--- src/hdl/c2dr_pkg.sv ---
// Shared types, codes and constants for the single-channel convolution core.
// Used by every module under hdl but c2dr_ram; depends on nothing else.
package c2dr_pkg;

  // Default store sizes, handed to the top-level parameters.
  localparam int DEF_MAX_IMAGE_SIDE  = 64;
  localparam int DEF_MAX_KERNEL_SIDE = 7;

  // Limits applied to the configuration registers at use.
  localparam int KSIDE_CAP  = 7;
  localparam int STRIDE_MAX = 8;
  localparam int PAD_MAX    = 6;

  // Field and datapath widths.
  localparam int SAMPLE_W  = 16;
  localparam int ACT_W     = 31;
  localparam int CFG_IDX_W = 3;
  localparam int DIM_W     = 9;   // effective image side, up to 127
  localparam int KIDX_W    = 3;   // kernel tap counters, side capped at 7
  localparam int COORD_W   = 12;  // signed image coordinate of a tap
  localparam int ACC_W     = 40;  // bias plus up to 49 products

  // Item actions.
  localparam logic [1:0] ACT_WEIGHT = 2'd0;
  localparam logic [1:0] ACT_PIXEL  = 2'd1;
  localparam logic [1:0] ACT_QUERY  = 2'd2;

  // Configuration register indexes.
  localparam logic [CFG_IDX_W-1:0] REG_KSIZE  = 3'd0;
  localparam logic [CFG_IDX_W-1:0] REG_STRIDE = 3'd1;
  localparam logic [CFG_IDX_W-1:0] REG_PAD    = 3'd2;
  localparam logic [CFG_IDX_W-1:0] REG_HEIGHT = 3'd3;
  localparam logic [CFG_IDX_W-1:0] REG_WIDTH  = 3'd4;
  localparam logic [CFG_IDX_W-1:0] REG_BIAS   = 3'd5;

  // Effective configuration after range limiting.
  typedef struct packed {
    logic [2:0]         k;
    logic [3:0]         s;
    logic [2:0]         p;
    logic [DIM_W-1:0]   h;
    logic [DIM_W-1:0]   w;
    logic signed [31:0] bias;
  } cfg_t;

  // Control from the sequencer to the multiply-accumulate unit.
  typedef struct packed {
    logic clr;   // load the bias into the accumulator
    logic vld;   // tap lies inside the image
    logic last;  // final tap of the window
  } mac_ctl_t;

endpackage

--- src/hdl/c2dr_cfg.sv ---
// Configuration registers of the convolution core and their range limiting.
// Depends on c2dr_pkg.
module c2dr_cfg import c2dr_pkg::*; #(
  parameter int MaxImageSide  = DEF_MAX_IMAGE_SIDE,
  parameter int MaxKernelSide = DEF_MAX_KERNEL_SIDE
) (
  input  logic                 clk_i,
  input  logic                 rst_ni,
  input  logic                 cfg_valid_i,
  input  logic [CFG_IDX_W-1:0] cfg_index_i,
  input  logic [31:0]          cfg_data_i,
  output cfg_t                 cfg_o
);

  localparam int KCap = (MaxKernelSide < KSIDE_CAP) ? MaxKernelSide : KSIDE_CAP;

  logic [2:0]         ksize_q;
  logic [3:0]         stride_q;
  logic [2:0]         pad_q;
  logic [6:0]         height_q;
  logic [6:0]         width_q;
  logic signed [31:0] bias_q;

  always_ff @(posedge clk_i or negedge rst_ni) begin
    if (!rst_ni) begin
      ksize_q  <= 3'd3;
      stride_q <= 4'd1;
      pad_q    <= 3'd0;
      height_q <= 7'd64;
      width_q  <= 7'd64;
      bias_q   <= '0;
    end else if (cfg_valid_i) begin
      case (cfg_index_i)
        REG_KSIZE:  ksize_q  <= cfg_data_i[2:0];
        REG_STRIDE: stride_q <= cfg_data_i[3:0];
        REG_PAD:    pad_q    <= cfg_data_i[2:0];
        REG_HEIGHT: height_q <= cfg_data_i[6:0];
        REG_WIDTH:  width_q  <= cfg_data_i[6:0];
        REG_BIAS:   bias_q   <= cfg_data_i;
        default: ;
      endcase
    end
  end

  always_comb begin
    if (ksize_q == 3'd0) begin
      cfg_o.k = 3'd1;
    end else if (int'(ksize_q) > KCap) begin
      cfg_o.k = 3'(KCap);
    end else begin
      cfg_o.k = ksize_q;
    end

    if (stride_q == 4'd0) begin
      cfg_o.s = 4'd1;
    end else if (int'(stride_q) > STRIDE_MAX) begin
      cfg_o.s = 4'(STRIDE_MAX);
    end else begin
      cfg_o.s = stride_q;
    end

    cfg_o.p = (int'(pad_q) > PAD_MAX) ? 3'(PAD_MAX) : pad_q;

    if (height_q == 7'd0) begin
      cfg_o.h = DIM_W'(1);
    end else if (int'(height_q) > MaxImageSide) begin
      cfg_o.h = DIM_W'(MaxImageSide);
    end else begin
      cfg_o.h = DIM_W'(height_q);
    end

    if (width_q == 7'd0) begin
      cfg_o.w = DIM_W'(1);
    end else if (int'(width_q) > MaxImageSide) begin
      cfg_o.w = DIM_W'(MaxImageSide);
    end else begin
      cfg_o.w = DIM_W'(width_q);
    end

    cfg_o.bias = bias_q;
  end

endmodule

--- config.mk ---
export PLATFORM = sky130hd
export DESIGN_NAME = c2dr_cfg
export DESIGN_NICKNAME = d
export VERILOG_FILES = /design/src/hdl/c2dr_pkg.sv /design/src/hdl/c2dr_cfg.sv
export SDC_FILE = /design/constraint.sdc
export NUM_CORES = 1
export LEC_CHECK = 0
export BUFFER_PORTS_ARGS = -buffer_cell sky130_fd_sc_hd__buf_4
export CELL_PAD_IN_SITES_DETAIL_PLACEMENT = 1
export CELL_PAD_IN_SITES_GLOBAL_PLACEMENT = 1
export CORE_MARGIN = 3
export CORE_UTILIZATION = 40
export CTS_BUF_LIST = sky130_fd_sc_hd__clkbuf_8 sky130_fd_sc_hd__clkbuf_16
export CTS_CLUSTER_DIAMETER = 100
export DETAILED_ROUTE_END_ITERATION = 10
export PLACE_DENSITY = 0.91
export REMOVE_ABC_BUFFERS = 1
export SYNTH_ARGS = -nofsm -noshare
export SYNTH_HDL_FRONTEND = slang
export SYNTH_SLANG_ARGS = --single-unit
--- constraint.sdc ---
create_clock -name clk_i -period 2 [get_ports clk_i]
set_input_delay 0 -clock clk_i [delete_from_list [all_inputs] [get_ports clk_i]]
set_output_delay 0 -clock clk_i [all_outputs]
set_load 0.1 [all_outputs]
==> results.md <==
* Number of global-route vias before repair at between 1,500 and 2,000
* Vias per cell at roughly 5.0
* Worst vdd ir at 0.833 mV
* Power, Total at between 5 and 6 mW
* Fillcell total at approximately 540
* Synth cell count leaders: mux2_2 (54), dfrtp_1 (51), nor2b_1 (12)
* Max Clk Rate at ~0.54 GHz
* Global placement routability congestion at between 0.6 and 0.7
* Met1 Wirelength at 2910 µm
* GRT Residual Overflow at 0
* DRT Wirelength at 7300 µm
* CTS buffer count at 5
* Period utilization at 0.932
* Chip height at about 82 µm
* Crit-path max FO at 3
* CTS tree: built
* Post-Syn Instances at between 150 and 200
* RR Endpoint: width_q[6]
* Final net count at ~320
* Clock tree buffer depth at 2
* Wirelength per Cell at 20.9 µm
* Ys flop type: dfrtp_1
* Slowest stage delay, CP at approximately 410 ps
* Worst setup startpoint: width_q[1]
* Layout cells sized above 1 at 0.594
* DR WL met3 at 471 µm
* Final hold vios at 0
* Asr flop ratio synth at 1.00
* Largest net degree at the start of global routing at 57
* DP Wirelength at a little over 4000 µm
* FP Rows at 27
* Dpl ws at around 670 ps
* Crit path cell chain: or3_1 > o41ai_1 > buf_4
* Slew HR at 0.531
* Antenna Nets Post-Route at 0
* Met2 routed WL at 3820 µm
* Yosys cell types at 20
* Min Tclk post-route at 1860 ps
* Main area contributors after synthesis: dfrtp_1 (55%), mux2_2 (26%), dfstp_2 (5.6%)
* First-iteration detailed-routing DRC count at 47
* Finished Layout Cells at 350
* WP data required at around 2000 ps
* Area delta synth->final at 50.9%
* PnR worst setup slack at 135 ps
* DR vias at 1,745
* Seq/Total Area, Yosys at 0.604
* CP endpoint kind: output port
* Clk root buf: clkbuf_8
* Core ar. at about 5600 µm²
* Origin of the critical flop-to-flop path: width_q[6]
* IO buf count at slightly above 90
* Post-synth EDFFs at 0
* Dpl cells at 311
* Reg-to-reg setup timing slack at 1120 ps
* Max layer used: met4
* Clk_skew at 0 ps
* Max Slew Vio Count at 0
* Ports at 98
* RSZ-0062 raised after global routing: no
* Multi-input logic area at 860 µm²
* Synth Register Bits at 56
* Cell taking the most area after synthesis: dfrtp_1
* Max_cap viols at 0
* Critical Path AT at 1860 ps
* Register area at 1410 µm²
* H-tree depth at 2
* WHS at just over 9 ps
* Setup Viol. Count Final at 0
* First-pass GRT wire length at roughly 11,000 µm
* Antenna cells at 0
* Clk pin slew, worst setup/hold paths at ~100 ps
* DIE AREA at between 6000 and 7000 µm²
* Hold Crit Class: in2reg
* Synth top area share at 0.547
* Pre-Repair DR Iteration Count at 4
* Outcome: complete, no violations
* Netlist Area Pre-Place at approximately 2300 µm²
* Slew at the pin closest to its max-slew limit at 703 ps
* Crit path kind: reg2out
* Critical Path Slowest Stage Cell: dfrtp_1
* Initial antenna violation count at 0
* R2R depth at 1
* Last element of the critical path: cfg_o[32]
* Kind of start point of the critical path: flip-flop
* Initial Utilization at 0.418
* # resized after CTS at 0
* Post-layout util at 0.631
* GRT Total Usage at 0.232
* Clk_lat worst skew at a little over 300 ps
* Clock Sinks at 56
* Most common cell in the netlist: mux2_2
* Syn_area_per_cell at 15.0 µm²
* Die X at 82.4 µm
* LEAKAGE at about 1.6 nW
* PwrDens at 1530 nW/µm²
* Syn. warnings at 0
* Drc violations at 0
[cells in the final DEF, fill, tap and decap left out]
cell type	netlist	final
clkbuf_8	0	5
nand2b_1	2	2
a21boi_0	1	1
dlygate4sd3_1	0	32
bufinv_16	0	2
buf_4	4	95
and4bb_2	2	2
nor2b_1	12	12
nor2_1	1	1
o21ba_2	1	1
o41ai_1	2	2
conb_1	1	4
dfstp_2	5	5
or3_1	2	2
mux2_1	2	2
o21bai_1	1	1
nor4bb_1	1	1
nand4b_1	2	2
dfrtp_1	51	51
mux2_2	54	54
nor4b_2	1	1
[power breakdown]
group	leakage (nW)	total (mW)	switching [mW]	internal, mW
combinational	0.916	2.92	2.28	0.648
sequential	0.665	1.60	0.202	1.40
clock	0.0642	0.850	0.357	0.493
total	1.64	5.37	2.83	2.54
[critical path, delay by kind of cell, from the launching register on]
kind / cells / cell delay (ps)
DFF: 1 / 410
and+or+nand+nor: 1 / 400
buffers and inverters: 1 / 380
AOI/OAI and AO/OA: 1 / 370
[metrics by stage]
step	setup TNS [ps]	instance area, µm²
floorplan	-5600	2270
detailed placement	0	3070
CTS	0	3520
global placement	0	3070
global route	0	3520
finish	0	3520
[layout make-up]
class | count | area share
multi-input cells | 88 | 0.244
flip-flops and latches | 56 | 0.400
clock buffers | 5 | 0.0196
well taps | 72 | 0.0256
clock inverters | 2 | 0.0171
repair buffers | 127 | 0.294
[metal layers]
layer | vias up | track usage
li1 | 775 | -
met1 | 892 | 0.281
met2 | 71 | 0.401
met3 | 7 | 0.0651
met4 | 0 | 0.0664
met5 | - | 0
[flip-flops by register name, indices dropped and copies added (netlist names)]
signal	flops
bias_q	32
height_q	7
width_q	7
stride_q	4
ksize_q	3
pad_q	3
[how the worst min path moves through the flow]
stage / from / to / slack, ps / cells past startpoint
finish: cfg_data_i[2] / bias_q[2] / 9 / 2
global route: cfg_data_i[2] / bias_q[2] / 4 / 2
CTS: cfg_data_i[2] / stride_q[2] / 0.08 / 2
detailed placement: rst_ni / bias_q[22] / 100 / 1
global placement: rst_ni / bias_q[22] / 90 / 1
floorplan: rst_ni / bias_q[0] / -300 / 0
[cell families (layout without fill, tap and decap cells)]
kind of cell	Yosys count	after routing	synth area share
other	1	4	0.00161
muxes	56	56	0.270
DFF	56	56	0.604
buffers and inverters	15	134	0.0327
and+or+nand+nor	23	23	0.0735
AOI/OAI and AO/OA	5	5	0.0182
[timing repair]
item / 4_1_cts / 5_1_grt
setup buffers: 0 / 0
hold buffers: 32 / 0
hold endpoints to repair: 96 / 0
Note: power is estimated with default switching activity, not from simulation.
