$ cat config.mk
export PLATFORM = sky130hd
export DESIGN_NAME = c2dr_ram
export DESIGN_NICKNAME = d
export VERILOG_FILES = /design/src/hdl/c2dr_ram.sv
export SDC_FILE = /design/constraint.sdc
export NUM_CORES = 1
export LEC_CHECK = 0
export BUFFER_PORTS_ARGS = -buffer_cell sky130_fd_sc_hd__buf_2
export CAP_MARGIN = 20
export CORE_MARGIN = 8
export CORE_UTILIZATION = 50
export DETAILED_ROUTE_END_ITERATION = 8
export PLACE_DENSITY = 0.65
export SYNTH_ARGS = -nofsm -noshare
export SYNTH_HDL_FRONTEND = slang
export SYNTH_SLANG_ARGS = --single-unit
$ cat constraint.sdc
create_clock -name clk_i -period 5 [get_ports clk_i]
set_input_delay 0 -clock clk_i [delete_from_list [all_inputs] [get_ports clk_i]]
set_output_delay 0 -clock clk_i [all_outputs]
set_load 0.01 [all_outputs]
$ cat src/hdl/c2dr_ram.sv
// Single-port-write, single-port-read sample memory with registered read data.
// Holds kernel weights or image pixels; depends on nothing else.
module c2dr_ram #(
  parameter int Depth = 64,
  parameter int AddrW = 6,
  parameter int DataW = 16
) (
  input  logic             clk_i,
  input  logic             we_i,
  input  logic [AddrW-1:0] waddr_i,
  input  logic [DataW-1:0] wdata_i,
  input  logic [AddrW-1:0] raddr_i,
  output logic [DataW-1:0] rdata_o
);

  logic [DataW-1:0] mem [Depth];
  logic [DataW-1:0] rdata_q;

  always_ff @(posedge clk_i) begin
    if (we_i) begin
      mem[waddr_i] <= wdata_i;
    end
    rdata_q <= mem[raddr_i];
  end

  assign rdata_o = rdata_q;

endmodule

==> impl_metrics.json, run 1 <==
{
  "peakVddDrop_v": 0.000280,
  "synth_area_leaders": "edfxtp_1 77%, mux4_2 12%, mux2i_1 2.1%",
  "netlist_instances": 1829,
  "viasPerCell": 6.15,
  "placed_area_sq_um": 41700,
  "finalHoldViolations": 0,
  "cts_resized": 0,
  "hold_path_class": "in2reg",
  "worstSetupStartpoint": "raddr_i[0]",
  "syn-mean-instance-area_sq_um": 21.9,
  "pre_cts_ws_ns": 1.89,
  "status": "finished, final reports clean",
  "synth_edf_count": 1024,
  "synthesis.area_sq_um": 40000,
  "endpoint_kind": "flop",
  "maxCapViolCount": 0,
  "netlist.top_cell.by_area": "edfxtp_1",
  "setup_violations": 0,
  "cellPowerDensity_nw_per_um2": 402,
  "drt_first_pass_iters": 5,
  "async_reset_ff_share_pct": 0,
  "grt.overflow.total": 0,
  "period_share_pct": 48.2,
  "slew-limit-headroom_pct": 27.2,
  "areaGrowthSynthToFinish_pct": 12.7,
  "dp_hpwl_um": 54200,
  "cts_root_buf": "clkbuf_16",
  "io_pins": 46,
  "setup_tns_ns": 0,
  "drtIter0Drc": 2208,
  "crit_type": "in2reg",
  "cp.buffers_inverters": 2,
  "cp-start-kind": "input port",
  "fin_ws_ns": 2.59,
  "p_total_w": 0.0182,
  "skew_ns": 0.0242,
  "cts.sinks": 1040,
  "crit_path_max_incr_delay_ns": 0.92,
  "nFillCells": 5768,
  "synth-main-ff-cell": "edfxtp_1",
  "worstMarginPinSlew_ns": 1.09,
  "hold_start": "wdata_i[11]",
  "grt.busiest_layer": "met2",
  "nets": 2003,
  "track_usage_pct": 20.9,
  "start_util_pct": 50.6,
  "hold_path_depth": 2,
  "cts_tree": "built",
  "use_met1_pct": 29.0,
  "core_sq_um": 79100,
  "r2r_cells": 4,
  "rsz0062_at_grt": "no",
  "p_leak_nw": 14.3,
  "antenna_found_initial": 13,
  "crit_cells": 6,
  "grt_pass1_vias": 19200,
  "routedWlPerCell_um": 30.3,
  "io_buffers": 45,
  "synth_top_area_share_pct": 76.8,
  "max_freq_mhz": 415,
  "cts.clk_slew.worst_paths_ns": 0.06,
  "die_area_sq_um": 89400,
  "finalMaxSlewViolations": 0,
  "met3_usage_pct": 6.21,
  "period_needed_ns": 2.41,
  "grt_pass1_wl_um": 136000,
  "cp_cell_sequence": "buf_8 > buf_12 > mux4_2 > mux2_2 > a221oi_1 > a311oi_1",
  "crit_path_max_fanout": 66,
  "layout-drive-gt1-share_pct": 26.9,
  "yosysWarnings": 0,
  "fp.dieH_um": 299,
  "cts_buffer_depth": 3,
  "arrival_ns": 2.90,
  "reg2reg_from": "mem[63][13]",
  "seq_area_frac_synth_pct": 77.6,
  "drcViolationCount": 0,
  "numCtsBuffers": 102,
  "rows": 103,
  "cp_slowest_cell": "a221oi_1",
  "critPathTopFamily": "compound AO/OA/AOI/OAI gates",
  "syn-num-nets": 1859,
  "ys_ff_latch": 1040,
  "grt_max_degree": 89,
  "gp_congestion": 0.817,
  "wl_um": 94200,
  "vias": 19100,
  "final_core_util_pct": 57.0,
  "stdcell_area_sq_um": 45100,
  "postRouteAntennaNets": 0,
  "die_w_um": 299,
  "clk_latency_ns": 0.65,
  "cts_htree_levels": 3,
  "crit_required_ns": 5.49,
  "met2_usage_pct": 32.4,
  "synth_cell_types": 43
}
-- path summary, 6_finish.rpt --
kind	slack [ns]	endpoint
setup reg to reg	2.70	rdata_o[13]
hold / removal	0.01	mem[4][11]
setup / recovery	2.59	rdata_o[13]
hold reg to reg	0.90	rdata_o[12]
-- cell usage after synthesis, types with 12 or more instances --
master    number
a21oi_1       17
a221oi_1      16
a22oi_1       39
buf_2         36
buf_4         13
buf_6         17
clkbuf_1      24
dfxtp_1       16
edfxtp_1    1024
mux2_2        27
mux2i_1       85
mux4_2       220
nand2_1       59
nand3_1       24
nand4_1       12
nor2_1        72
nor2b_1       30
-- placed cells by master, fill, tap and decap left out, types with 22 or more instances in the layout --
master     instances
a22oi_1           39
buf_2             42
buf_4             88
clkbuf_1          22
clkbuf_16        105
edfxtp_1        1024
mux2_2            27
mux2i_1           85
mux4_2           220
nand2_1           59
nand3_1           24
nor2_1            66
nor2b_1           29
-- registers in the layout (all words and copies together) (netlist names) --
register,flops
mem,1024
rdata_o,16
-- power breakdown --
group	switching (W)	internal, W
registers	0.0000472	0.00965
clock network	0.00316	0.00441
logic	0.000570	0.000315
-- repair_timing --
| item | 4_1_cts | 5_1_grt |
|---|---|---|
| hold endpoints to repair | 5 | 0 |
| hold buffers | 1 | 0 |
| buffers inserted | 0 | 0 |
-- kinds of logic after synthesis --
group	Yosys count	share of synthesized area, %
simple gates	220	2.65
mux	336	15.5
compound gates	129	2.41
flops	1040	77.6
buf+inv	104	1.83
-- layout make-up --
class | count | area, sq um | area share [%]
Multi-Input combinational cell | 685 | 8270 | 18.3
Clock buffer | 131 | 2770 | 6.13
Clock inverter | 57 | 541 | 1.20
Tap cell | 1050 | 1310 | 2.91
Antenna cell | 4 | 10.0 | 0.0222
Sequential cell | 1040 | 31100 | 68.9
Timing Repair Buffer | 144 | 1150 | 2.55
-- stage by stage --
| stage | cells | hold WS, ns |
|---|---|---|
| 2_1_floorplan | 1829 | 0.0989 |
| 3_3_place_gp | 2914 | 0.440 |
| 3_5_place_dp | 2916 | 0.434 |
| 4_1_cts | 3105 | 0.00707 |
| 5_1_grt | 3108 | 0.0302 |
| 6_report | 3111 | 0.0145 |
-- per-layer routing --
layer	wire length [um]	up-vias
met2	44800	813
met3	9270	125
met5	43	-
met1	37900	10200
li1	-	7970
met4	2300	8
Power figures use the tool's default switching activity.
==> inputs of run 2 (changes only) <==
==> constraint.sdc (replaced) <==
create_clock -name clk_i -period 2.3 [get_ports clk_i]
set_input_delay 0 -clock clk_i [delete_from_list [all_inputs] [get_ports clk_i]]
set_output_delay 0 -clock clk_i [all_outputs]
set_load 0.01 [all_outputs]
==> impl_metrics.json, run 2 (synthesis results as in run 1) <==
{
  "cts_tree": "built",
  "cp.buffers_inverters": 0,
  "setup_violations": 0,
  "mostFrequentLayoutCells": "1024 x edfxtp_1, 220 x mux4_2, 168 x buf_4",
  "placed_cells": 3016,
  "grt_max_degree": 65,
  "max_freq_mhz": 478,
  "crit_path_max_fanout": 1,
  "slew-limit-headroom_pct": 45.7,
  "arrival_ns": 2.59,
  "cp-start-kind": "flop",
  "wl_um": 93800,
  "hold_path_depth": 2,
  "cts_htree_levels": 3,
  "p_seq_share_pct": 53.6,
  "crit_type": "reg2reg",
  "skew_ns": 0.0189,
  "die_w_um": 299,
  "clk_latency_ns": 0.65,
  "combPwrFrac_pct": 5.4,
  "critPathTopFamily": "compound AO/OA/AOI/OAI gates",
  "switching_share_pct": 20.8,
  "gp_congestion": 0.854,
  "postRouteAntennaNets": 0,
  "start_util_pct": 50.6,
  "p_clk_share_pct": 41.0,
  "grt_pass1_vias": 19700,
  "crit_required_ns": 2.80,
  "cp_cell_sequence": "mux4_2 > mux2i_1 > a22oi_1 > a31oi_1 > a311oi_1",
  "p_total_w": 0.0392,
  "rows": 103,
  "finalHoldViolations": 0,
  "cp_slowest_cell": "a31oi_1",
  "numCtsBuffers": 101,
  "dp_hpwl_um": 59000,
  "peakVddDrop_v": 0.000593,
  "p_leak_nw": 14.9,
  "p_int_w": 0.0311,
  "fp.dieH_um": 299,
  "nets": 2114,
  "viasPerCell": 5.97,
  "reg2reg_from": "mem[23][1]",
  "finalMaxSlewViolations": 0,
  "top_register": "mem",
  "period_share_pct": 90.9,
  "endpoint_kind": "flop",
  "finalNonFillerCells": 3224,
  "hold_path_class": "in2reg",
  "r2r_slack_ns": 0.21,
  "cts_buffer_depth": 3,
  "rsz0062_at_grt": "no",
  "r2r_end": "rdata_o[1]",
  "routedWlPerCell_um": 29.1,
  "cts.clk_slew.worst_paths_ns": 0.06,
  "io_buffers": 45,
  "drcViolationCount": 0,
  "final_core_util_pct": 58.2,
  "grt.overflow.total": 0,
  "drt_first_pass_iters": 7,
  "areaGrowthSynthToFinish_pct": 15.1,
  "io_pins": 46,
  "layout-drive-gt1-share_pct": 29.6,
  "layout_commonest_cell": "edfxtp_1",
  "hold_path_end": "mem[2][2]",
  "power.switching_w": 0.00815,
  "r2r_cells": 5,
  "drtIter0Drc": 2107,
  "cellPowerDensity_nw_per_um2": 851,
  "die_area_sq_um": 89400,
  "period_needed_ns": 2.09,
  "antenna_found_initial": 10,
  "vias": 19300,
  "cts_root_buf": "clkbuf_16",
  "hold_start": "wdata_i[2]",
  "cts.sinks": 1040,
  "crit_path_max_incr_delay_ns": 0.58,
  "worstMarginPinSlew_ns": 0.815,
  "core_sq_um": 79100,
  "grt_pass1_wl_um": 137000,
  "track_usage_pct": 20.9,
  "status": "finished, final reports clean",
  "largest_reg_flops": 1024,
  "maxCapViolCount": 0
}
==> run 2: worst max-delay path by stage <==
stage | slack, ns | startpoint | end | cells past startpoint
2_1_floorplan | 0.27 | waddr_i[3] | mem[48][0] | 4
3_3_place_gp | -0.14 | raddr_i[0] | rdata_o[5] | 8
6_report | 0.21 | mem[23][1] | rdata_o[1] | 5
4_1_cts | 0.30 | mem[23][1] | rdata_o[1] | 5
3_5_place_dp | -0.11 | raddr_i[0] | rdata_o[5] | 8
5_1_grt | 0.12 | mem[23][1] | rdata_o[1] | 5
==> run 2: power groups by stage <==
stage	combinational, W	sequential, W	clock (W)
finish	0.00212	0.0210	0.0161
global route	0.00225	0.0210	0.0170
CTS	0.00215	0.0210	0.0163
detailed placement	0.00212	0.0214	0
global placement	0.00209	0.0214	0
floorplan	0.00109	0.0214	0
==> run 2: routing by layer <==
metal | wire [um] | share of wire (%) | global-route usage (%)
met5 | 41 | 0.044 | 0
met4 | 3170 | 3.4 | 7.09
met2 | 45700 | 49 | 33.8
met1 | 37800 | 40 | 28.4
met3 | 7060 | 7.5 | 4.38
==> run 2: final cells by class <==
class,count,area (sq um)
repair buffers,256,2220
well taps,1050,1310
fillers,5722,33000
flip-flops and latches,1040,31100
diodes,9,22.5
multi-input cells,685,8250
clock buffers,128,2720
clock inverters,56,490
==> run 2: stage by stage <==
| step | instance area [sq um] | setup TNS, ns | setup WS, ns | hold WS (ns) |
|---|---|---|---|---|
| 6_report | 46100 | 0 | 0.209 | 0.0512 |
| 2_1_floorplan | 40000 | 0 | 0.265 | 0.0989 |
| 3_5_place_dp | 42700 | -0.514 | -0.109 | 0.417 |
| 4_1_cts | 46100 | 0 | 0.302 | 0.00576 |
| 5_1_grt | 46100 | 0 | 0.121 | 0.0603 |
| 3_3_place_gp | 42700 | -0.432 | -0.142 | 0.416 |
==> run 2: worst register-to-register path, stage by stage, from the launching register on <==
cell and delay, ns:
edfxtp_1 0.37, mux4_2 0.47, mux2i_1 0.20, a22oi_1 0.22, a31oi_1 0.58, a311oi_1 0.11
==> run 2: what timing repair did <==
| action | CTS | global route |
|---|---|---|
| hold buffers | 15 | 0 |
| setup buffers | 0 | 0 |
| gates resized for setup | 0 | 0 |
| hold endpoints to repair | 400 | 0 |
