===== src/hdl/c2dr_pkg.sv =====
// Shared types, codes and constants for the single-channel convolution core.
// Used by every module under hdl but c2dr_ram; depends on nothing else.
package c2dr_pkg;

  // Default store sizes, handed to the top-level parameters.
  localparam int DEF_MAX_IMAGE_SIDE  = 64;
  localparam int DEF_MAX_KERNEL_SIDE = 7;

  // Limits applied to the configuration registers at use.
  localparam int KSIDE_CAP  = 7;
  localparam int STRIDE_MAX = 8;
  localparam int PAD_MAX    = 6;

  // Field and datapath widths.
  localparam int SAMPLE_W  = 16;
  localparam int ACT_W     = 31;
  localparam int CFG_IDX_W = 3;
  localparam int DIM_W     = 9;   // effective image side, up to 127
  localparam int KIDX_W    = 3;   // kernel tap counters, side capped at 7
  localparam int COORD_W   = 12;  // signed image coordinate of a tap
  localparam int ACC_W     = 40;  // bias plus up to 49 products

  // Item actions.
  localparam logic [1:0] ACT_WEIGHT = 2'd0;
  localparam logic [1:0] ACT_PIXEL  = 2'd1;
  localparam logic [1:0] ACT_QUERY  = 2'd2;

  // Configuration register indexes.
  localparam logic [CFG_IDX_W-1:0] REG_KSIZE  = 3'd0;
  localparam logic [CFG_IDX_W-1:0] REG_STRIDE = 3'd1;
  localparam logic [CFG_IDX_W-1:0] REG_PAD    = 3'd2;
  localparam logic [CFG_IDX_W-1:0] REG_HEIGHT = 3'd3;
  localparam logic [CFG_IDX_W-1:0] REG_WIDTH  = 3'd4;
  localparam logic [CFG_IDX_W-1:0] REG_BIAS   = 3'd5;

  // Effective configuration after range limiting.
  typedef struct packed {
    logic [2:0]         k;
    logic [3:0]         s;
    logic [2:0]         p;
    logic [DIM_W-1:0]   h;
    logic [DIM_W-1:0]   w;
    logic signed [31:0] bias;
  } cfg_t;

  // Control from the sequencer to the multiply-accumulate unit.
  typedef struct packed {
    logic clr;   // load the bias into the accumulator
    logic vld;   // tap lies inside the image
    logic last;  // final tap of the window
  } mac_ctl_t;

endpackage


===== src/hdl/c2dr_mac.sv =====
// Shared multiply-accumulate unit: one product per cycle into a wide accumulator,
// followed by ReLU and saturation of the final sum. Depends on c2dr_pkg.
module c2dr_mac import c2dr_pkg::*; (
  input  logic                       clk_i,
  input  logic                       rst_ni,
  input  mac_ctl_t                   ctl_i,
  input  logic signed [31:0]         bias_i,
  input  logic signed [SAMPLE_W-1:0] pix_i,
  input  logic signed [SAMPLE_W-1:0] wt_i,
  output logic                       done_o,
  output logic [ACT_W-1:0]           act_o
);

  logic signed [2*SAMPLE_W-1:0] prod_q;
  logic                         prod_vld_q;
  logic                         prod_last_q;
  logic signed [ACC_W-1:0]      acc_q;
  logic                         done_q;

  always_ff @(posedge clk_i or negedge rst_ni) begin
    if (!rst_ni) begin
      prod_vld_q  <= 1'b0;
      prod_last_q <= 1'b0;
      done_q      <= 1'b0;
    end else begin
      prod_vld_q  <= ctl_i.vld;
      prod_last_q <= ctl_i.last;
      done_q      <= prod_last_q;
    end
  end

  always_ff @(posedge clk_i) begin
    prod_q <= pix_i * wt_i;
    if (ctl_i.clr) begin
      acc_q <= ACC_W'(bias_i);
    end else if (prod_vld_q) begin
      acc_q <= acc_q + ACC_W'(prod_q);
    end
  end

  // Negative sums clamp to zero; anything above the 31-bit range saturates.
  always_comb begin
    if (acc_q[ACC_W-1]) begin
      act_o = '0;
    end else if (|acc_q[ACC_W-2:ACT_W]) begin
      act_o = '1;
    end else begin
      act_o = acc_q[ACT_W-1:0];
    end
  end

  assign done_o = done_q;

endmodule


===== config.mk =====
export PLATFORM = sky130hd
export DESIGN_NAME = c2dr_mac
export DESIGN_NICKNAME = d
export VERILOG_FILES = /design/src/hdl/c2dr_pkg.sv /design/src/hdl/c2dr_mac.sv
export SDC_FILE = /design/constraint.sdc
export NUM_CORES = 1
export LEC_CHECK = 0
export ABC_AREA = 1
export BUFFER_PORTS_ARGS = -buffer_cell sky130_fd_sc_hd__buf_2
export CORE_MARGIN = 2
export CORE_UTILIZATION = 57
export CTS_CLUSTER_SIZE = 14
export DETAILED_ROUTE_END_ITERATION = 6
export MAX_ROUTING_LAYER = met4
export PLACE_DENSITY_LB_ADDON = 0.3
export SLEW_MARGIN = 20
export SYNTH_ARGS = -nofsm -noshare
export SYNTH_HDL_FRONTEND = slang
export SYNTH_SLANG_ARGS = --single-unit

===== constraint.sdc =====
create_clock -name clk_i -period 2.2 [get_ports clk_i]
set_input_delay 0.55 -clock clk_i [delete_from_list [all_inputs] [get_ports clk_i]]
set_output_delay 0.55 -clock clk_i [all_outputs]
set_load 0.05 [all_outputs]

==> summary.txt, run 1 <==
Setup path
  – Crit path buf inv count: 9
  – CP Data Arrival Time: ~5500 ps
  – CP Capture Type: register
  – CP Class: in -> reg
  – Max Fanout on Critical Path: 7
  – CP Cell Sequence: buf_8 -> buf_12 -> buf_8 -> nand2_4 -> inv_2 -> fa_1 -> inv_1 -> fa_2 -> fa_1 -> fa_1 -> inv_1 -> fa_1 -> inv_1 -> fa_1 -> inv_2 -> ha_4 -> nand2_4 -> nor2_2 -> inv_1 -> nor2_4 -> nand3_1 -> o21ai_2 -> xor2_1
  – CP most frequent cell: fa_1
  – CP top delay family: adder cells
  – Req. time, crit path: approximately 2500 ps
  – Critical Path Source Type: input port
  – CP max stage delay: 550 ps
  – Crit path max-delay cell type: fa_1

Detailed routing
  – Routed wire length: slightly above 60 mm
  – Drt wl/cell: ~20 um
  – DR pass1 iterations: 5
  – DR vias/cell: 5.51
  – Initial DRC count: about 1700
  – DRC viols: 0
  – Post-route ant nets: 0
  – DR vias: 16900

Placed design
  – Port buffer count: 100
  – HPWL after DPL: between 40 and 50 mm
  – Post-Place Worst Slack: -3710 ps
  – Final Wtd Congestion: about 1

Floorplan
  – Number of I/O pins: 101
  – Initial Util: a little under three fifths
  – Rows: 62
  – Core outline area: roughly 29000 um^2
  – Die footprint: around 30000 um^2
  – Die H: 174 um
  – Die X: around 170 um

Timing
  – Setup violators final: 69
  – RSZ-0062 raised after global routing: true
  – Worst setup margin: -3070 ps
  – Final period utilization: 240%
  – Worst clock skew: roughly 15 ps
  – F_max: roughly 190 MHz
  – Final Hold Viols: 0
  – Period minus WS final: 5270 ps
  – Slew Viols, Final: 0
  – Worst-Margin Slew: ~1100 ps
  – Headroom to the max-slew limit: approximately a quarter
  – Setup TNS: -84120 ps
  – Final hold slack: between 200 and 300 ps

Global routing
  – GRT met2 Usage: 59.8%
  – GR Util met3: 6.84%
  – Overall routing resource usage: approximately 37%
  – Grt peak-use layer: met2
  – Met1 usage in global routing: 47.9%
  – Number of global-route vias before repair: approximately 17000
  – Initial antenna violation count: 0
  – Global-route wire length before repair: ~85 mm
  – Largest net degree at the start of global routing: 41
  – GR Overflow Total: 0

Clock tree
  – Worst-path clk slew: ~70 ps
  – CTS tree: done
  – Clock sink total: 75
  – CTS Buffer Depth: 2
  – CTS root buf: clkbuf_16
  – Worst-Skew Late Latency: between 300 and 400 ps
  – CTS buffer count: 9
  – H-tree Lvls: 3

Layout
  – Most common cell after layout, fill and taps aside: nand2_1
  – Nets: between 3000 and 4000
  – Area delta synth->final: 44.4%
  – Commonest cells after routing, fill and taps aside: nand2_1, inv_1, buf_4, fa_1, buf_6
  – Antenna fix cells: 0
  – Share of cells above drive strength 1: a little over a third

Synthesis
  – Post-synth top area cell: fa_1
  – Yosys reg bits: between 70 and 80
  – Synthesized instance count: between 2000 and 2500
  – Synth async-reset ratio: under 10%
  – Syn Std Cell Area: about 16000 um^2
  – Number of synthesis warnings: 0
  – Post-synth EDFFs: 40
  – Synthesized Nets: ~2800
  – Seq/Total Area, Yosys: between 10% and 20%
  – Top cell type's share of synthesized area: 32.0%
  – Top FF cell, synth: edfxtp_1
  – Area contributors post-synth: fa_1, nand2_1, inv_1
  – Distinct cells, synth: 43
  – Syn Area/Cell: slightly above 7 um^2

Outcome
  – Violated checks: negative setup slack
  – Status: finished, violations left

Hold path
  – Hold Path Class: in -> reg

Job
  – Total of max-cap violations: 0
state kept, by name (all words and copies together) (netlist names):
name and count:
done_o 1, prod_vld_q 1, prod_q 32, prod_last_q 1, acc_q 40
final cells by class:
| cell class | instances | area (um^2) |
|---|---|---|
| Clock buffer | 9 | 225 |
| Clock inverter | 7 | 78.8 |
| Fill cell | 1687 | 4820 |
| Inverter | 623 | 2350 |
| Multi-Input combinational cell | 1545 | 14800 |
| Sequential cell | 75 | 1920 |
| Tap cell | 384 | 480 |
| Timing Repair Buffer | 429 | 3870 |
cell families after synthesis:
group,share of synthesized area [%]
AOI/OAI and AO/OA,4.54
xor gates and xnor gates,1.76
adders and majority gates,41.2
buffers and inverters,16.0
DFF,11.7
and+or+nand+nor,24.8
worst paths after layout:
path	cells past startpoint	slack [ps]	end	start
setup / recovery	23	-3070	prod_q[20]	pix_i[6]
hold / removal	1	290	prod_last_q	ctl_i[0]
setup reg to reg	12	-100	acc_q[13]	acc_q[12]
hold reg to reg	0	360	done_o	prod_last_q
max in group asynchronous	2	1590	prod_vld_q	rst_ni
min in group asynchronous	2	510	prod_last_q	rst_ni
cells in the mapped netlist, drive strengths merged, types with 14 or more instances:
cell type and instances:
dfxtp 32, nor3 14, ha 121, o21ai 30
clkbuf 70, nor2 124, inv 622, or2 15
fa 263, nand3 87, nand2 724, xor2 21
a21oi 84, nand4 17, edfxtp 40
per-stage QoR:
stage | cells | area (um^2) | util, %
finish | 3072 | 23700 | 83.1
global route | 3072 | 23700 | 83.1
CTS | 3037 | 21700 | 76.0
detailed placement | 2985 | 19800 | 69.3
global placement | 2985 | 19800 | 69.3
floorplan | 2318 | 17500 | -
what timing repair did:
action                     in CTS  in global routing
buffers inserted               33                 38
resized for setup             361                390
hold buffers                    1                  0
hold endpoints to repair        3                  0
setup endpoints to repair      75                 87
cloned                          2                  3
pin swaps                     119                170
layer usage:
metal,share of wire [%],vias to the layer above
met3,9.7,308
met1,37,8120
li1,-,7487
met5,0,-
met2,48,1001
met4,5.4,0
Power of run 1 is left out: the tool's default activity adds up to more than one toggle a clock period on the data nets, which glitch-free logic cannot reach.
==> inputs of run 2 (changes only) <==
CELL_PAD_IN_SITES_DETAIL_PLACEMENT = 1   (was default)
CELL_PAD_IN_SITES_GLOBAL_PLACEMENT = 1   (was default)
CORE_UTILIZATION = 30   (was 57)
==> run 2 against run 1 <==
Net effect: the run still ends with negative setup slack left; wire length about the same; die area up 88%; via count down 5.0%; setup slack better by 18 ps; cell count up 12%; critical path depth up 1; hold slack better by 6.7 ps; largest cell class unchanged.
==> summary.txt, run 2 (synthesis gave the netlist of run 1 again) <==
Setup path
  – Stages on the worst setup path: 24 (was 23)
  – CP Cell Sequence: buf_12 -> buf_8 -> buf_4 -> nand2_1 -> fa_1 -> inv_2 -> fa_1 -> inv_1 -> buf_4 -> fa_1 -> fa_2 -> fa_1 -> fa_1 -> inv_1 -> ha_4 -> inv_1 -> o21bai_1 -> nand3_1 -> nand3_1 -> a21oi_2 -> nand2_2 -> inv_1 -> nand2_1 -> nand2_1 (was buf_8 -> buf_12 -> buf_8 -> nand2_4 -> inv_2 -> fa_1 -> inv_1 -> fa_2 -> fa_1 -> fa_1 -> inv_1 -> fa_1 -> inv_1 -> fa_1 -> inv_2 -> ha_4 -> nand2_4 -> nor2_2 -> inv_1 -> nor2_4 -> nand3_1 -> o21ai_2 -> xor2_1)
  – CP top delay family: adder cells (unchanged)
  – CP most frequent cell: fa_1 (unchanged)
  – Crit path buf inv count: 9 (unchanged)
  – Crit path max-delay cell type: fa_2 (was fa_1)
  – RR Startpoint: acc_q[25] (was acc_q[12])
  – Req. time, crit path: 2450 ps (was 2470 ps)
  – CP max stage delay: 550 ps (about the same)
  – Reg-to-reg slack, setup: -20 ps (was -100 ps)
  – Reg2reg end: acc_q[34] (was acc_q[13])
  – Critical Path Source Type: input port (unchanged)
  – CP Class: in -> reg (unchanged)
  – CP Data Arrival Time: 5510 ps (was 5540 ps)
  – CP Capture Type: register (unchanged)
  – Cell count of the worst reg-to-reg path: 11 (was 12)
  – Max Fanout on Critical Path: 6 (was 7)

Global routing
  – Number of global-route vias before repair: 18000 (was 17000)
  – Initial antenna violation count: 0 (unchanged)
  – Largest net degree at the start of global routing: 41 (unchanged)
  – Overall routing resource usage: 22.3% (was 36.8%)
  – GR Overflow Total: 0 (unchanged)
  – Global-route wire length before repair: 95.9 mm (was 84.9 mm)

Clock tree
  – CTS Buffer Depth: 2 (unchanged)
  – CTS buffer count: 9 (unchanged)
  – CTS root buf: clkbuf_16 (unchanged)
  – Worst-Skew Late Latency: 370 ps (about the same)
  – Worst-path clk slew: 60 ps (was 70 ps)
  – CTS tree: done (unchanged)
  – H-tree Lvls: 3 (unchanged)
  – Clock sink total: 75 (unchanged)

Layout
  – Most common cell after layout, fill and taps aside: nand2_1 (unchanged)
  – Largest register FFs: 40 (unchanged)
  – Commonest cells after routing, fill and taps aside: nand2_1, inv_1, buf_4, fa_1, buf_6 (unchanged)
  – Top flop regs: acc_q x40, prod_q x32 (unchanged)
  – Nets: 3183 (was 3136)
  – Share of cells above drive strength 1: 39.0% (was 35.9%)
  – Antenna fix cells: 0 (unchanged)
  – Largest Register: acc_q (unchanged)
  – Non-Filler Instances: 3431 (was 3072)
  – Area delta synth->final: 51.5% (was 44.4%)

Floorplan
  – Core outline area: 54000 um^2 (was 28500 um^2)
  – Number of I/O pins: 101 (unchanged)
  – Die H: 238 um (was 174 um)
  – Initial Util: 30.4% (was 57.6%)
  – Rows: 85 (was 62)
  – Die X: 238 um (was 174 um)
  – Die footprint: 56700 um^2 (was 30200 um^2)

Timing
  – Final Hold Viols: 0 (unchanged)
  – Slew Viols, Final: 0 (unchanged)
  – Setup violators final: 62 (was 69)
  – Worst setup margin: -3050 ps (was -3070 ps)
  – RSZ-0062 raised after global routing: true (unchanged)
  – Final period utilization: 239% (was 240%)
  – Period minus WS final: 5250 ps (was 5270 ps)
  – Worst-Margin Slew: 647 ps (was 1110 ps)
  – Worst clock skew: 17.2 ps (was 14.6 ps)
  – F_max: 190 MHz (about the same)
  – Headroom to the max-slew limit: 56.9% (was 26.2%)

Detailed routing
  – DR pass1 iterations: 5 (unchanged)
  – Routed wire length: 61.4 mm (was 61.5 mm)
  – DRC viols: 0 (unchanged)
  – Initial DRC count: 616 (was 1677)
  – Post-route ant nets: 0 (unchanged)
  – Drt wl/cell: 17.9 um (was 20.0 um)
  – DR vias: 16100 (was 16900)
  – DR vias/cell: 4.68 (was 5.51)

Hold path
  – Worst Hold End: prod_vld_q (was prod_last_q)
  – Min-delay src: ctl_i[1] (was ctl_i[0])
  – Hold Path Class: in -> reg (unchanged)
  – WHS Path Cells: 1 (unchanged)

Placed design
  – Dpl cells: 3326 (was 2985)
  – Final Wtd Congestion: 0.937 (was 1.02)
  – HPWL after DPL: 49.4 mm (was 42.2 mm)
  – Port buffer count: 100 (unchanged)

Outcome
  – Violated checks: negative setup slack (unchanged)
  – Status: finished, violations left (unchanged)

Job
  – Total of max-cap violations: 0 (unchanged)
[run 2: worst max-delay path by stage]
| stage | start | end | slack, ps |
|---|---|---|---|
| finish | pix_i[15] | prod_q[31] | -3050 |
| global route | wt_i[15] | prod_q[31] | -3270 |
| CTS | wt_i[15] | prod_q[30] | -3030 |
| detailed placement | wt_i[1] | prod_q[29] | -3690 |
| global placement | wt_i[1] | prod_q[29] | -3630 |
| floorplan | wt_i[3] | prod_q[31] | -3100 |
[run 2: final cells by class]
| cell class | instances | area (um^2) |
|---|---|---|
| well taps | 696 | 871 |
| multi-input cells | 1545 | 15100 |
| flip-flops and latches | 75 | 1920 |
| fillers | 6443 | 29100 |
| inverters | 623 | 2350 |
| clock buffers | 10 | 250 |
| clock inverters | 6 | 92.6 |
| repair buffers | 476 | 4350 |
[run 2: worst register-to-register path, stage by stage, from the launching register on]
cell	delay, ps
edfxtp_1	450
ha_4	270
nand2_1	190
inv_1	80
nand2_1	80
nand2_1	140
inv_1	160
nand2_2	120
a21oi_2	210
nand4_1	130
nand3_1	100
nand2_1	50
[run 2: what timing repair did]
action / 4_1_cts / 5_1_grt
buffers inserted: 49 / 42
cloned: 4 / 0
hold endpoints to repair: 3 / 0
endpoints found under the setup margin: 80 / 89
resized for setup: 466 / 359
hold buffers: 1 / 0
pin swaps: 136 / 173
[run 2: per-layer routing]
metal	wire, um	vias up	track usage (%)
met5	0	-	-
met4	1250	0	3.90
met3	1700	72	2.27
met2	31300	253	39.3
met1	27200	8152	28.1
li1	-	7590	-
[run 2: through the flow]
| stage | hold slack, ps | TNS (ps) | area [um^2] | worst slack, ps | util (%) |
|---|---|---|---|---|---|
| 3_5_place_dp | 348 | -89930 | 20400 | -3690 | 37.8 |
| 5_1_grt | 288 | -86620 | 24900 | -3270 | 46.1 |
| 2_1_floorplan | 254 | -71500 | 17500 | -3100 | - |
| 4_1_cts | 287 | -80430 | 23100 | -3030 | 42.8 |
| 3_3_place_gp | 339 | -87450 | 20400 | -3630 | 37.8 |
| 6_report | 294 | -78830 | 24900 | -3050 | 46.1 |
Power of run 2 is left out for the same reason.
